### config.mk
export PLATFORM = sky130hd
export DESIGN_NAME = murmurhash2_stream_core
export DESIGN_NICKNAME = d
export VERILOG_FILES = /design/src/sv/mh2_pkg.sv /design/src/sv/mh2_front.sv /design/src/sv/mh2_queue.sv /design/src/sv/mh2_back.sv /design/src/sv/murmurhash2_stream_core.sv
export SDC_FILE = /design/constraint.sdc
export NUM_CORES = 1
export LEC_CHECK = 0
export BUFFER_PORTS_ARGS = -buffer_cell sky130_fd_sc_hd__buf_2
export CORE_MARGIN = 10
export CORE_UTILIZATION = 53
export DETAILED_ROUTE_END_ITERATION = 8
export GPL_TIMING_DRIVEN = 0
export PLACE_DENSITY_LB_ADDON = 0.3
export SLEW_MARGIN = 20
export SYNTH_ARGS = -nofsm -noshare
export SYNTH_HDL_FRONTEND = slang
export SYNTH_SLANG_ARGS = --single-unit
### constraint.sdc
create_clock -name clk -period 8.5 [get_ports clk]
set_input_delay 0.425 -clock clk [delete_from_list [all_inputs] [get_ports clk]]
set_output_delay 0.425 -clock clk [all_outputs]
set_load 0.02 [all_outputs]
### src/sv/mh2_pkg.sv
// ----------------------------------------------------------------------------
// mh2_pkg
// Shared types and constants for the streaming MurmurHash2 core.
// ----------------------------------------------------------------------------
package mh2_pkg;

    localparam logic [31:0] MH2_MULT        = 32'h5bd1e995;
    localparam int          MH2_QUEUE_DEPTH = 2;

    // Work kind of a queued transaction
    typedef logic [1:0] mh2_kind_t;
    localparam mh2_kind_t KIND_FULL  = 2'd0;  // four bytes, full word mix
    localparam mh2_kind_t KIND_TAIL  = 2'd1;  // one to three bytes on a last item
    localparam mh2_kind_t KIND_EMPTY = 2'd2;  // last item carrying no bytes

    typedef struct packed {
        logic [31:0] word;   // bytes beyond the valid count already masked
        mh2_kind_t   kind;
        logic        last;
        logic        first;  // start of a message: seed replaces the hash
        logic [31:0] seed;
    } mh2_entry_t;

    typedef struct packed {
        logic full;
        logic empty;
    } mh2_qstat_t;

endpackage

### src/sv/mh2_front.sv
// ----------------------------------------------------------------------------
// mh2_front
// Accepts input transactions, drops stray partial words, masks tail bytes
// and marks message starts before handing work to the queue.
// ----------------------------------------------------------------------------
module mh2_front
    import mh2_pkg::*;
(
    input  logic        clk,
    input  logic        rst_n,
    input  logic        in_valid,
    output logic        in_ready,
    input  logic [31:0] data_word,
    input  logic [2:0]  valid_bytes,
    input  logic        last,
    input  logic [31:0] message_length,
    input  mh2_qstat_t  qstat,
    output logic        push,
    output mh2_entry_t  push_entry
);

    logic        in_msg_reg;
    logic        in_msg_next;
    logic        accept;
    logic        drop;
    logic [31:0] mask;

    assign in_ready = !qstat.full;
    assign accept   = in_valid && in_ready;
    // Partial word that is not last carries no work at all
    assign drop     = (valid_bytes < 3'd4) && !last;
    assign push     = accept && !drop;

    always_comb
    begin
        unique case (valid_bytes)
            3'd0:    mask = 32'h0000_0000;
            3'd1:    mask = 32'h0000_00ff;
            3'd2:    mask = 32'h0000_ffff;
            3'd3:    mask = 32'h00ff_ffff;
            default: mask = 32'hffff_ffff;
        endcase
    end

    always_comb
    begin
        push_entry.word  = data_word & mask;
        push_entry.last  = last;
        push_entry.first = !in_msg_reg;
        push_entry.seed  = message_length;
        if (valid_bytes >= 3'd4)
        begin
            push_entry.kind = KIND_FULL;
        end
        else if (valid_bytes == 3'd0)
        begin
            push_entry.kind = KIND_EMPTY;
        end
        else
        begin
            push_entry.kind = KIND_TAIL;
        end
    end

    always_comb
    begin
        in_msg_next = in_msg_reg;
        if (push)
        begin
            in_msg_next = !last;
        end
    end

    always_ff @(posedge clk or negedge rst_n)
    begin
        if (!rst_n)
        begin
            in_msg_reg <= 1'b0;
        end
        else
        begin
            in_msg_reg <= in_msg_next;
        end
    end

endmodule

### src/sv/mh2_queue.sv
// ----------------------------------------------------------------------------
// mh2_queue
// Short FIFO of classified transactions between front and back.
// ----------------------------------------------------------------------------
module mh2_queue
    import mh2_pkg::*;
#(
    parameter int DEPTH = MH2_QUEUE_DEPTH
)
(
    input  logic       clk,
    input  logic       rst_n,
    input  logic       push,
    input  mh2_entry_t push_entry,
    input  logic       pop,
    output mh2_entry_t head,
    output mh2_qstat_t qstat
);

    localparam int PW = $clog2(DEPTH);
    localparam int CW = $clog2(DEPTH + 1);
    localparam logic [PW-1:0] LAST_PTR = PW'(DEPTH - 1);
    localparam logic [CW-1:0] FULL_CNT = CW'(DEPTH);

    mh2_entry_t    slots [DEPTH];
    logic [PW-1:0] wr_ptr_reg;
    logic [PW-1:0] wr_ptr_next;
    logic [PW-1:0] rd_ptr_reg;
    logic [PW-1:0] rd_ptr_next;
    logic [CW-1:0] count_reg;
    logic [CW-1:0] count_next;

    assign qstat.full  = (count_reg == FULL_CNT);
    assign qstat.empty = (count_reg == '0);
    assign head        = slots[rd_ptr_reg];

    always_comb
    begin
        wr_ptr_next = wr_ptr_reg;
        rd_ptr_next = rd_ptr_reg;
        count_next  = count_reg;
        if (push)
        begin
            wr_ptr_next = (wr_ptr_reg == LAST_PTR) ? '0 : wr_ptr_reg + 1'b1;
        end
        if (pop)
        begin
            rd_ptr_next = (rd_ptr_reg == LAST_PTR) ? '0 : rd_ptr_reg + 1'b1;
        end
        if (push && !pop)
        begin
            count_next = count_reg + 1'b1;
        end
        else if (pop && !push)
        begin
            count_next = count_reg - 1'b1;
        end
    end

    always_ff @(posedge clk)
    begin
        if (push)
        begin
            slots[wr_ptr_reg] <= push_entry;
        end
    end

    always_ff @(posedge clk or negedge rst_n)
    begin
        if (!rst_n)
        begin
            wr_ptr_reg <= '0;
            rd_ptr_reg <= '0;
            count_reg  <= '0;
        end
        else
        begin
            wr_ptr_reg <= wr_ptr_next;
            rd_ptr_reg <= rd_ptr_next;
            count_reg  <= count_next;
        end
    end

    a_no_overflow: assert property (@(posedge clk) disable iff (!rst_n)
        !(push && qstat.full))
        else $error("queue written while full");

    a_no_underflow: assert property (@(posedge clk) disable iff (!rst_n)
        !(pop && qstat.empty))
        else $error("queue read while empty");

endmodule

### src/sv/mh2_back.sv
// ----------------------------------------------------------------------------
// mh2_back
// Sequencer around one shared constant multiplier: word mix, hash update,
// tail step and finalizer, then the output register.
// ----------------------------------------------------------------------------
module mh2_back
    import mh2_pkg::*;
(
    input  logic        clk,
    input  logic        rst_n,
    input  mh2_qstat_t  qstat,
    input  mh2_entry_t  head,
    output logic        pop,
    output logic        out_valid,
    input  logic        out_ready,
    output logic [31:0] hash_value
);

    localparam logic [2:0] ST_IDLE = 3'd0;
    localparam logic [2:0] ST_K1   = 3'd1;
    localparam logic [2:0] ST_K2   = 3'd2;
    localparam logic [2:0] ST_HMIX = 3'd3;
    localparam logic [2:0] ST_TAIL = 3'd4;
    localparam logic [2:0] ST_FIN1 = 3'd5;
    localparam logic [2:0] ST_FIN2 = 3'd6;

    logic [2:0]  st_reg;
    logic [2:0]  st_next;
    logic [31:0] h_reg;
    logic [31:0] h_next;
    logic [31:0] k_reg;
    logic [31:0] k_next;
    logic        last_reg;
    logic        last_next;
    logic        out_valid_reg;
    logic        out_valid_next;
    logic [31:0] out_hash_reg;
    logic [31:0] out_hash_next;
    logic [31:0] mul_a;
    logic [31:0] mul_p;
    logic        slot_free;

    assign out_valid  = out_valid_reg;
    assign hash_value = out_hash_reg;
    assign slot_free  = !out_valid_reg || out_ready;
    assign pop        = (st_reg == ST_IDLE) && !qstat.empty;

    // Operand select for the shared multiplier
    always_comb
    begin
        unique case (st_reg)
            ST_K1:   mul_a = k_reg;
            ST_K2:   mul_a = k_reg ^ (k_reg >> 24);
            ST_HMIX: mul_a = h_reg;
            ST_TAIL: mul_a = h_reg ^ k_reg;
            ST_FIN1: mul_a = h_reg ^ (h_reg >> 13);
            default: mul_a = h_reg;
        endcase
    end

    // Keep only the low 32 bits of the product
    assign mul_p = mul_a * MH2_MULT;

    always_comb
    begin
        st_next        = st_reg;
        h_next         = h_reg;
        k_next         = k_reg;
        last_next      = last_reg;
        out_valid_next = out_valid_reg;
        out_hash_next  = out_hash_reg;
        if (out_valid_reg && out_ready)
        begin
            out_valid_next = 1'b0;
        end
        unique case (st_reg)
            ST_IDLE:
            begin
                if (pop)
                begin
                    h_next    = head.first ? head.seed : h_reg;
                    k_next    = head.word;
                    last_next = head.last;
                    unique case (head.kind)
                        KIND_FULL: st_next = ST_K1;
                        KIND_TAIL: st_next = ST_TAIL;
                        default:   st_next = ST_FIN1;
                    endcase
                end
            end
            ST_K1:
            begin
                k_next  = mul_p;
                st_next = ST_K2;
            end
            ST_K2:
            begin
                k_next  = mul_p;
                st_next = ST_HMIX;
            end
            ST_HMIX:
            begin
                h_next  = mul_p ^ k_reg;
                st_next = last_reg ? ST_FIN1 : ST_IDLE;
            end
            ST_TAIL:
            begin
                h_next  = mul_p;
                st_next = ST_FIN1;
            end
            ST_FIN1:
            begin
                h_next  = mul_p;
                st_next = ST_FIN2;
            end
            ST_FIN2:
            begin
                // hold until the output register can take the result
                if (slot_free)
                begin
                    out_hash_next  = h_reg ^ (h_reg >> 15);
                    out_valid_next = 1'b1;
                    st_next        = ST_IDLE;
                end
            end
            default:
            begin
                st_next = ST_IDLE;
            end
        endcase
    end

    always_ff @(posedge clk)
    begin
        h_reg        <= h_next;
        k_reg        <= k_next;
        last_reg     <= last_next;
        out_hash_reg <= out_hash_next;
    end

    always_ff @(posedge clk or negedge rst_n)
    begin
        if (!rst_n)
        begin
            st_reg        <= ST_IDLE;
            out_valid_reg <= 1'b0;
        end
        else
        begin
            st_reg        <= st_next;
            out_valid_reg <= out_valid_next;
        end
    end

    a_pop_only_idle: assert property (@(posedge clk) disable iff (!rst_n)
        pop |-> (st_reg == ST_IDLE))
        else $error("queue popped outside idle");

    a_pop_leaves_idle: assert property (@(posedge clk) disable iff (!rst_n)
        pop |=> (st_reg != ST_IDLE))
        else $error("popped transaction not started");

    a_k1_to_k2: assert property (@(posedge clk) disable iff (!rst_n)
        (st_reg == ST_K1) |=> (st_reg == ST_K2))
        else $error("word mix sequence broken");

    a_fin_emits: assert property (@(posedge clk) disable iff (!rst_n)
        ((st_reg == ST_FIN2) && slot_free) |=> (out_valid_reg && (st_reg == ST_IDLE)))
        else $error("finished hash not registered");

endmodule

### src/sv/murmurhash2_stream_core.sv
// ----------------------------------------------------------------------------
// murmurhash2_stream_core
// Streaming 32-bit MurmurHash2 over little-endian message words.
// ----------------------------------------------------------------------------
// Input channel (in_valid/in_ready): one word per transaction with its valid
// byte count and a last flag; message_length is taken as the seed on the
// first transaction of a message. A partial word that is not last is taken
// and dropped. Output channel (out_valid/out_ready): one hash_value per
// message, issued after its last transaction.
// Throughput: the back end owns a single 32x32 constant multiplier and runs
// one step per cycle, except while a finished hash waits for the output
// register: a full word takes a dequeue plus three multiplies, a tail word a
// dequeue and one multiply, and the finalizer a multiply and an output step.
// A dropped word costs an input transaction and no back-end time. An empty
// last word goes straight to the finalizer, others after their own steps.
// The front accepts while the queue (QUEUE_DEPTH entries) has room, so input
// keeps flowing while the back end works or a result waits.
// Reset clears the queue, the sequencer and the output register; the next
// transaction starts a new message. While out_ready is low the finished hash
// holds in the output register, the back end stalls on the next result and
// the queue fills, after which in_ready drops.
// ----------------------------------------------------------------------------
module murmurhash2_stream_core
    import mh2_pkg::*;
#(
    parameter int QUEUE_DEPTH = MH2_QUEUE_DEPTH
)
(
    input  logic        clk,
    input  logic        rst_n,
    input  logic        in_valid,
    output logic        in_ready,
    input  logic [31:0] data_word,
    input  logic [2:0]  valid_bytes,
    input  logic        last,
    input  logic [31:0] message_length,
    output logic        out_valid,
    input  logic        out_ready,
    output logic [31:0] hash_value
);

    mh2_qstat_t qstat;
    mh2_entry_t push_entry;
    mh2_entry_t head;
    logic       push;
    logic       pop;

    mh2_front u_front (
        .clk            (clk),
        .rst_n          (rst_n),
        .in_valid       (in_valid),
        .in_ready       (in_ready),
        .data_word      (data_word),
        .valid_bytes    (valid_bytes),
        .last           (last),
        .message_length (message_length),
        .qstat          (qstat),
        .push           (push),
        .push_entry     (push_entry)
    );

    mh2_queue #(
        .DEPTH (QUEUE_DEPTH)
    ) u_queue (
        .clk        (clk),
        .rst_n      (rst_n),
        .push       (push),
        .push_entry (push_entry),
        .pop        (pop),
        .head       (head),
        .qstat      (qstat)
    );

    mh2_back u_back (
        .clk        (clk),
        .rst_n      (rst_n),
        .qstat      (qstat),
        .head       (head),
        .pop        (pop),
        .out_valid  (out_valid),
        .out_ready  (out_ready),
        .hash_value (hash_value)
    );

endmodule
* Yosys cells after proc, flatten, opt, wreduce, memory -nomap -nowiden
Memory sizes are Yosys's and may differ from the RTL's.
Index checks and enable logic that the tools add are counted.
** Cells by class
- Add/sub/neg operators :: 4
- Multipliers :: 1
- Order comparisons :: 2
- Equal/unequal tests :: 14
- Muxes and demuxes :: 23
- Bitwise operators :: 6
- Reductions and logical operators :: 30
** Operator list (number)
- $pmux 32 s4 :: 2
- $mux 32 :: 3
- $pmux 32 s3 :: 1
- $pmux 32 s2 :: 1
- $xor 32x32->32 :: 2
- $and 32x32->32 :: 1
- $mul 32x31->32 const B :: 1
- $xor 32x17->32 :: 1
- $xor 32x19->32 :: 1
- $xor 32x8->32 :: 1
- $pmux 3 s7 :: 1
- $eq 3x2->1 const B :: 4
- $eq 3x3->1 const B :: 3
- $mux 3 :: 3
- $logic_not 1->1 :: 8
- $mux 2 :: 4
- $reduce_and 2->1 :: 4
- $logic_and 1x1->1 :: 7
- $mux 1 :: 7
- $eq 3x1->1 const B :: 2
- $logic_not 3->1 :: 2
- $pmux 3 s2 :: 1
- $logic_not 2->1 :: 2
- $ne 2x1->1 const B :: 2
- 13 further kinds :: 16
** Storage, ports and cells
- Flip-flop bits (word level) :: 106
- Bits in writable memories :: 136
- Input port bits :: 72
- Memories kept :: 1
** Memory list
- u_queue.slots :: depth 2, width 68, rd ports 1, clocked after memory_dff 0, wr ports 1, RTL line mh2_queue.sv:25 : mh2_entry_t slots [DEPTH];

* Longest topological paths before layout
- Word-level depth :: 8
- Depth in mapped cells :: 38
- Gate-level depth less buffers :: 35

* By module
From an unflattened synthesis, not the netlist that was laid out.
** Unflattened totals
- Cell total of the unflattened synthesis :: 1879
- Area total of the unflattened synthesis :: 20689.8 um^2
** Modules (own cells, without submodules)
- mh2_back :: times used 1, cells an instance 1574, area each 14979.4 um^2
- mh2_queue :: times used 1, cells an instance 228, area each 5136.2 um^2
- mh2_front :: times used 1, cells an instance 77, area each 574.3 um^2

* Least setup slack after synthesis
Ideal clock, no wire load.
- Path kind :: reg2reg
- Start :: reg u_back.st_reg[2]
- End :: reg u_back.h_reg[28], data pin
- Setup time :: 275 ps
- Data arrival time :: 8083 ps
- Slack :: 143 ps
- Cell stages (with the launch flop) :: 33
- Path buffers :: 3
- Cell sequence :: dfrtp_1 > buf_4 > clkbuf_1 > nand2b_1 > clkbuf_1 > o221ai_1 > nand2_1 > o21ai_0 > inv_1 > fa_1 > inv_1 > ha_1 > inv_1 > fa_1 > fa_1 > inv_1 > ha_1 > fa_1 > fa_1 > inv_1 > fa_1 > inv_1 > ha_1 > a21o_1 > a21o_1 > a31oi_1 > and2_1 > nand3_1 > a31o_2 > a21oi_1 > xor2_1 > xor2_1 > o221ai_1
** On the way
- Word-level cells in the longest chain between the ends :: 5
** RTL lines
- from (decl) :: RTL line mh2_back.sv:27 : logic [2:0] st_reg;
- from (signal assigned) :: RTL line mh2_back.sv:150 : st_reg <= st_next;
- $eq 3x3->1 (tied with other cells) :: RTL line mh2_back.sv:51, mh2_back.sv:76
- $pmux 32 s4 :: RTL line mh2_back.sv:51 : unique case (st_reg)
- $mul 32x31->32 :: RTL line mh2_back.sv:62 : assign mul_p = mul_a * MH2_MULT;
- $xor 32x32->32 :: RTL line mh2_back.sv:103 : h_next = mul_p ^ k_reg;
- $pmux 32 s3 * :: RTL line mh2_back.sv:76 : unique case (st_reg)
- named net u_back.h_next[28] :: RTL line mh2_back.sv:30 : logic [31:0] h_next;
- to (signal assigned) :: RTL line mh2_back.sv:135 : h_reg <= h_next;
- to (decl) :: RTL line mh2_back.sv:29 : logic [31:0] h_reg;
Mark *: on every way through the listed nets, which the timed path passes. The rest lies on a longest branch.
A chain may end at the register's enable or synchronous reset.

* Worst setup path in the final report
- Start :: reg u_back.st_reg[2]
- End :: reg u_back.h_reg[30], data pin
Same word-level chain as after synthesis.

==> results.toml <==
[setup_path]
regToRegEndpoint = "u_back.h_reg[30]"
worst_path_largest_cell_delay_ns = 0.57
cp_slowest_cell = "fa_1"
r2r-start = "u_back.st_reg[2]"
cp_data_required_time_ns = 8.89
start_kind = "flop"
path_max_fanout = 10
r2r_cells = 32
critPathMostFrequentCell = "fa_1"
arrival_ns = 8.71
crit_path_end_kind = "flop"
critical_path_class = "reg -> reg"
ff2ff_setup_slack_ns = 0.17

[route]
detail_route.wirelength_um = 57700
firstDrtPassIters = 5
avgRoutedWirePerCell_um = 22.8
via_count = 14400
drc = 0
detail-route-antenna-nets = 0
viasPerCell = 5.67
drt_iter0_drc = 1389

[logic_synthesis]
syn_inst = 1819
synth_edf_count = 233
syn_avg_cell_area_um2 = 11.1
yosys_warnings = 0
ys_top_cells_by_count = "367 x inv_1, 233 x edfxtp_1, 216 x ha_1"
synth_top_area_share_pct = 34.7
yosys-top-cells-area = "edfxtp_1 35%, fa_1 18%, ha_1 13%"
ys.flop_type = "edfxtp_1"
synthMostInstantiatedCell = "inv_1"
netlist_area_um2 = 20100
yosys.area.top_type = "edfxtp_1"
synth_seq_cells = 242
syn_nets = 2285
synth_cell_types = 71
seq_area_frac_synth_pct = 35.8
async_reset_ff_share_pct = 3.72

[place]
post-place-ws_ns = -1.55
portBuffers = 105
gp_congestion = 0.978
hpwl_um = 46100

[timing]
finClkSkew_ns = 0.0157
post-route-period-util_pct = 98.0
fmaxAchievable_mhz = 120
worst_slew_pin_slew_ns = 1.03
finalHoldViolCount = 0
fin_crit_ns = 8.33
hold_ws_ns = 0.0535
finalSetupViolCount = 0
slew_headroom_pct = 31.1
timing_max_transition_violations_final = 0
rsz0062_at_grt = "true"
worst_slack_ns = 0.174

[finish]
largest_register = "u_queue.slots"
final_layout_size_suffix_gt1_share_pct = 15.8
fin_nets = 2473
multi_input_area_um2 = 11700
n_fill_cell = 2951
ff_latch_area_um2 = 7230
area_delta_synth_final_pct = 15.3
largest_reg_flops = 136

[clock_network]
cts-htree-levels = 1
cts_sinks = 242
cts_root_buf = "clkbuf_16"
clkLatencyLatePin_ns = 0.56
numCtsBuffers = 25
cts_buffer_depth = 3
clkTransAtPathRegs_ns = 0.06
cts_tree = "yes"

[die]
pin_count = 106
die_w_um = 215
chipHeight_um = 215
num_rows = 71
initial_core_util_pct = 53.6
core_um2 = 37600
dieArea_um2 = 46200

[global_route]
grt-ovfl-total = 0
globalRouteTotalUtil_pct = 24.6
grt_max_degree = 40
grt_first_pass_wirelength_um = 87500
antenna_found_initial = 2
grt_pass1_vias = 14700

[job]
maxCapViolCount = 0

[min_path]
hold_path.startpoint = "message_length[5]"
hold_path_depth = 1
hold_class = "in -> reg"
holdPathEnd = "u_queue.slots[0][5]"

[status]
status = "completed"
stage by stage:
step           area [um^2]  instances  util (%)  TNS, ns
6_report             23200       2535      61.8        0
5_1_grt              23200       2535      61.8  -0.0525
4_1_cts              22800       2509      60.7        0
3_5_place_dp         21600       2455      57.5   -25.11
3_3_place_gp         21300       2435      56.7   -47.24
2_1_floorplan        20100       1819         -        0
worst max-delay path by stage:
stage	start	endpoint	slack, ns	cells after the start
3_5_place_dp	u_back.st_reg[0]	u_back.h_reg[24]	-1.55	35
4_1_cts	u_back.st_reg[1]	u_back.h_reg[30]	0.006	33
6_report	u_back.st_reg[2]	u_back.h_reg[30]	0.17	32
5_1_grt	u_back.st_reg[0]	u_back.h_reg[31]	-0.05	31
2_1_floorplan	u_back.st_reg[2]	u_back.h_reg[28]	0.14	32
3_3_place_gp	u_back.st_reg[2]	u_back.h_reg[30]	-2.36	32
cell families after synthesis:
| logic type | after synthesis | share of synthesized area, % |
|---|---|---|
| buf+inv | 424 | 8.01 |
| xor+xnor | 111 | 5.04 |
| flops | 242 | 35.8 |
| mux | 67 | 3.37 |
| simple gates | 263 | 6.47 |
| fa+ha+maj | 394 | 31.1 |
| compound gates | 318 | 10.2 |
cells in the final DEF, fill, tap and decap left out, types with 25 or more instances in the layout:
| cell type | count |
|---|---|
| xnor2_1 | 67 |
| a21oi_1 | 78 |
| nor2b_1 | 36 |
| clkbuf_1 | 35 |
| o21ai_0 | 91 |
| clkbuf_16 | 25 |
| nor3_1 | 26 |
| inv_1 | 361 |
| buf_4 | 50 |
| ha_1 | 210 |
| mux2i_1 | 61 |
| buf_2 | 107 |
| xor2_1 | 37 |
| nor2_1 | 69 |
| fa_1 | 175 |
| edfxtp_1 | 233 |
| nand2_1 | 49 |
area by class of cell:
| cell class | count | share of cell area, % |
|---|---|---|
| Timing Repair Buffer | 165 | 4.68 |
| Tap cell | 511 | 2.75 |
| Inverter | 368 | 6.02 |
| Buffer | 52 | 1.40 |
| Clock inverter | 11 | 0.646 |
| Antenna cell | 1 | 0.0108 |
| Multi-Input combinational cell | 1153 | 50.6 |
| Clock buffer | 32 | 2.81 |
| Sequential cell | 242 | 31.1 |
repair_timing:
| action | in CTS | in global routing |
|---|---|---|
| hold buffers | 1 | 0 |
| resized for setup | 76 | 63 |
| endpoints found under the hold margin | 9 | 0 |
| setup buffers | 13 | 26 |
| endpoints found under the setup margin | 30 | 22 |
| pin swaps | 8 | 23 |
per-layer routing:
layer | vias to the layer above | wire length (um) | GRT usage (%)
met1 | 7097 | 25100 | 34.7
met3 | 125 | 4450 | 3.31
met2 | 619 | 25800 | 38.1
met5 | - | 0 | 0
met4 | 0 | 2330 | 9.00
li1 | 6536 | - | -
worst max-delay path, delay by kind of cell (launching register included):
family / cells / cell delay (ns)
adders and majority gates: 9 / 4.05
DFF: 1 / 0.46
buffers and inverters: 9 / 1.10
AOI/OAI and AO/OA: 9 / 1.65
and+or+nand+nor: 4 / 0.55
xor gates and xnor gates: 1 / 0.32
Power is left out: the tool's default activity adds up to more than one toggle a clock period on the data nets, which glitch-free logic cannot reach.
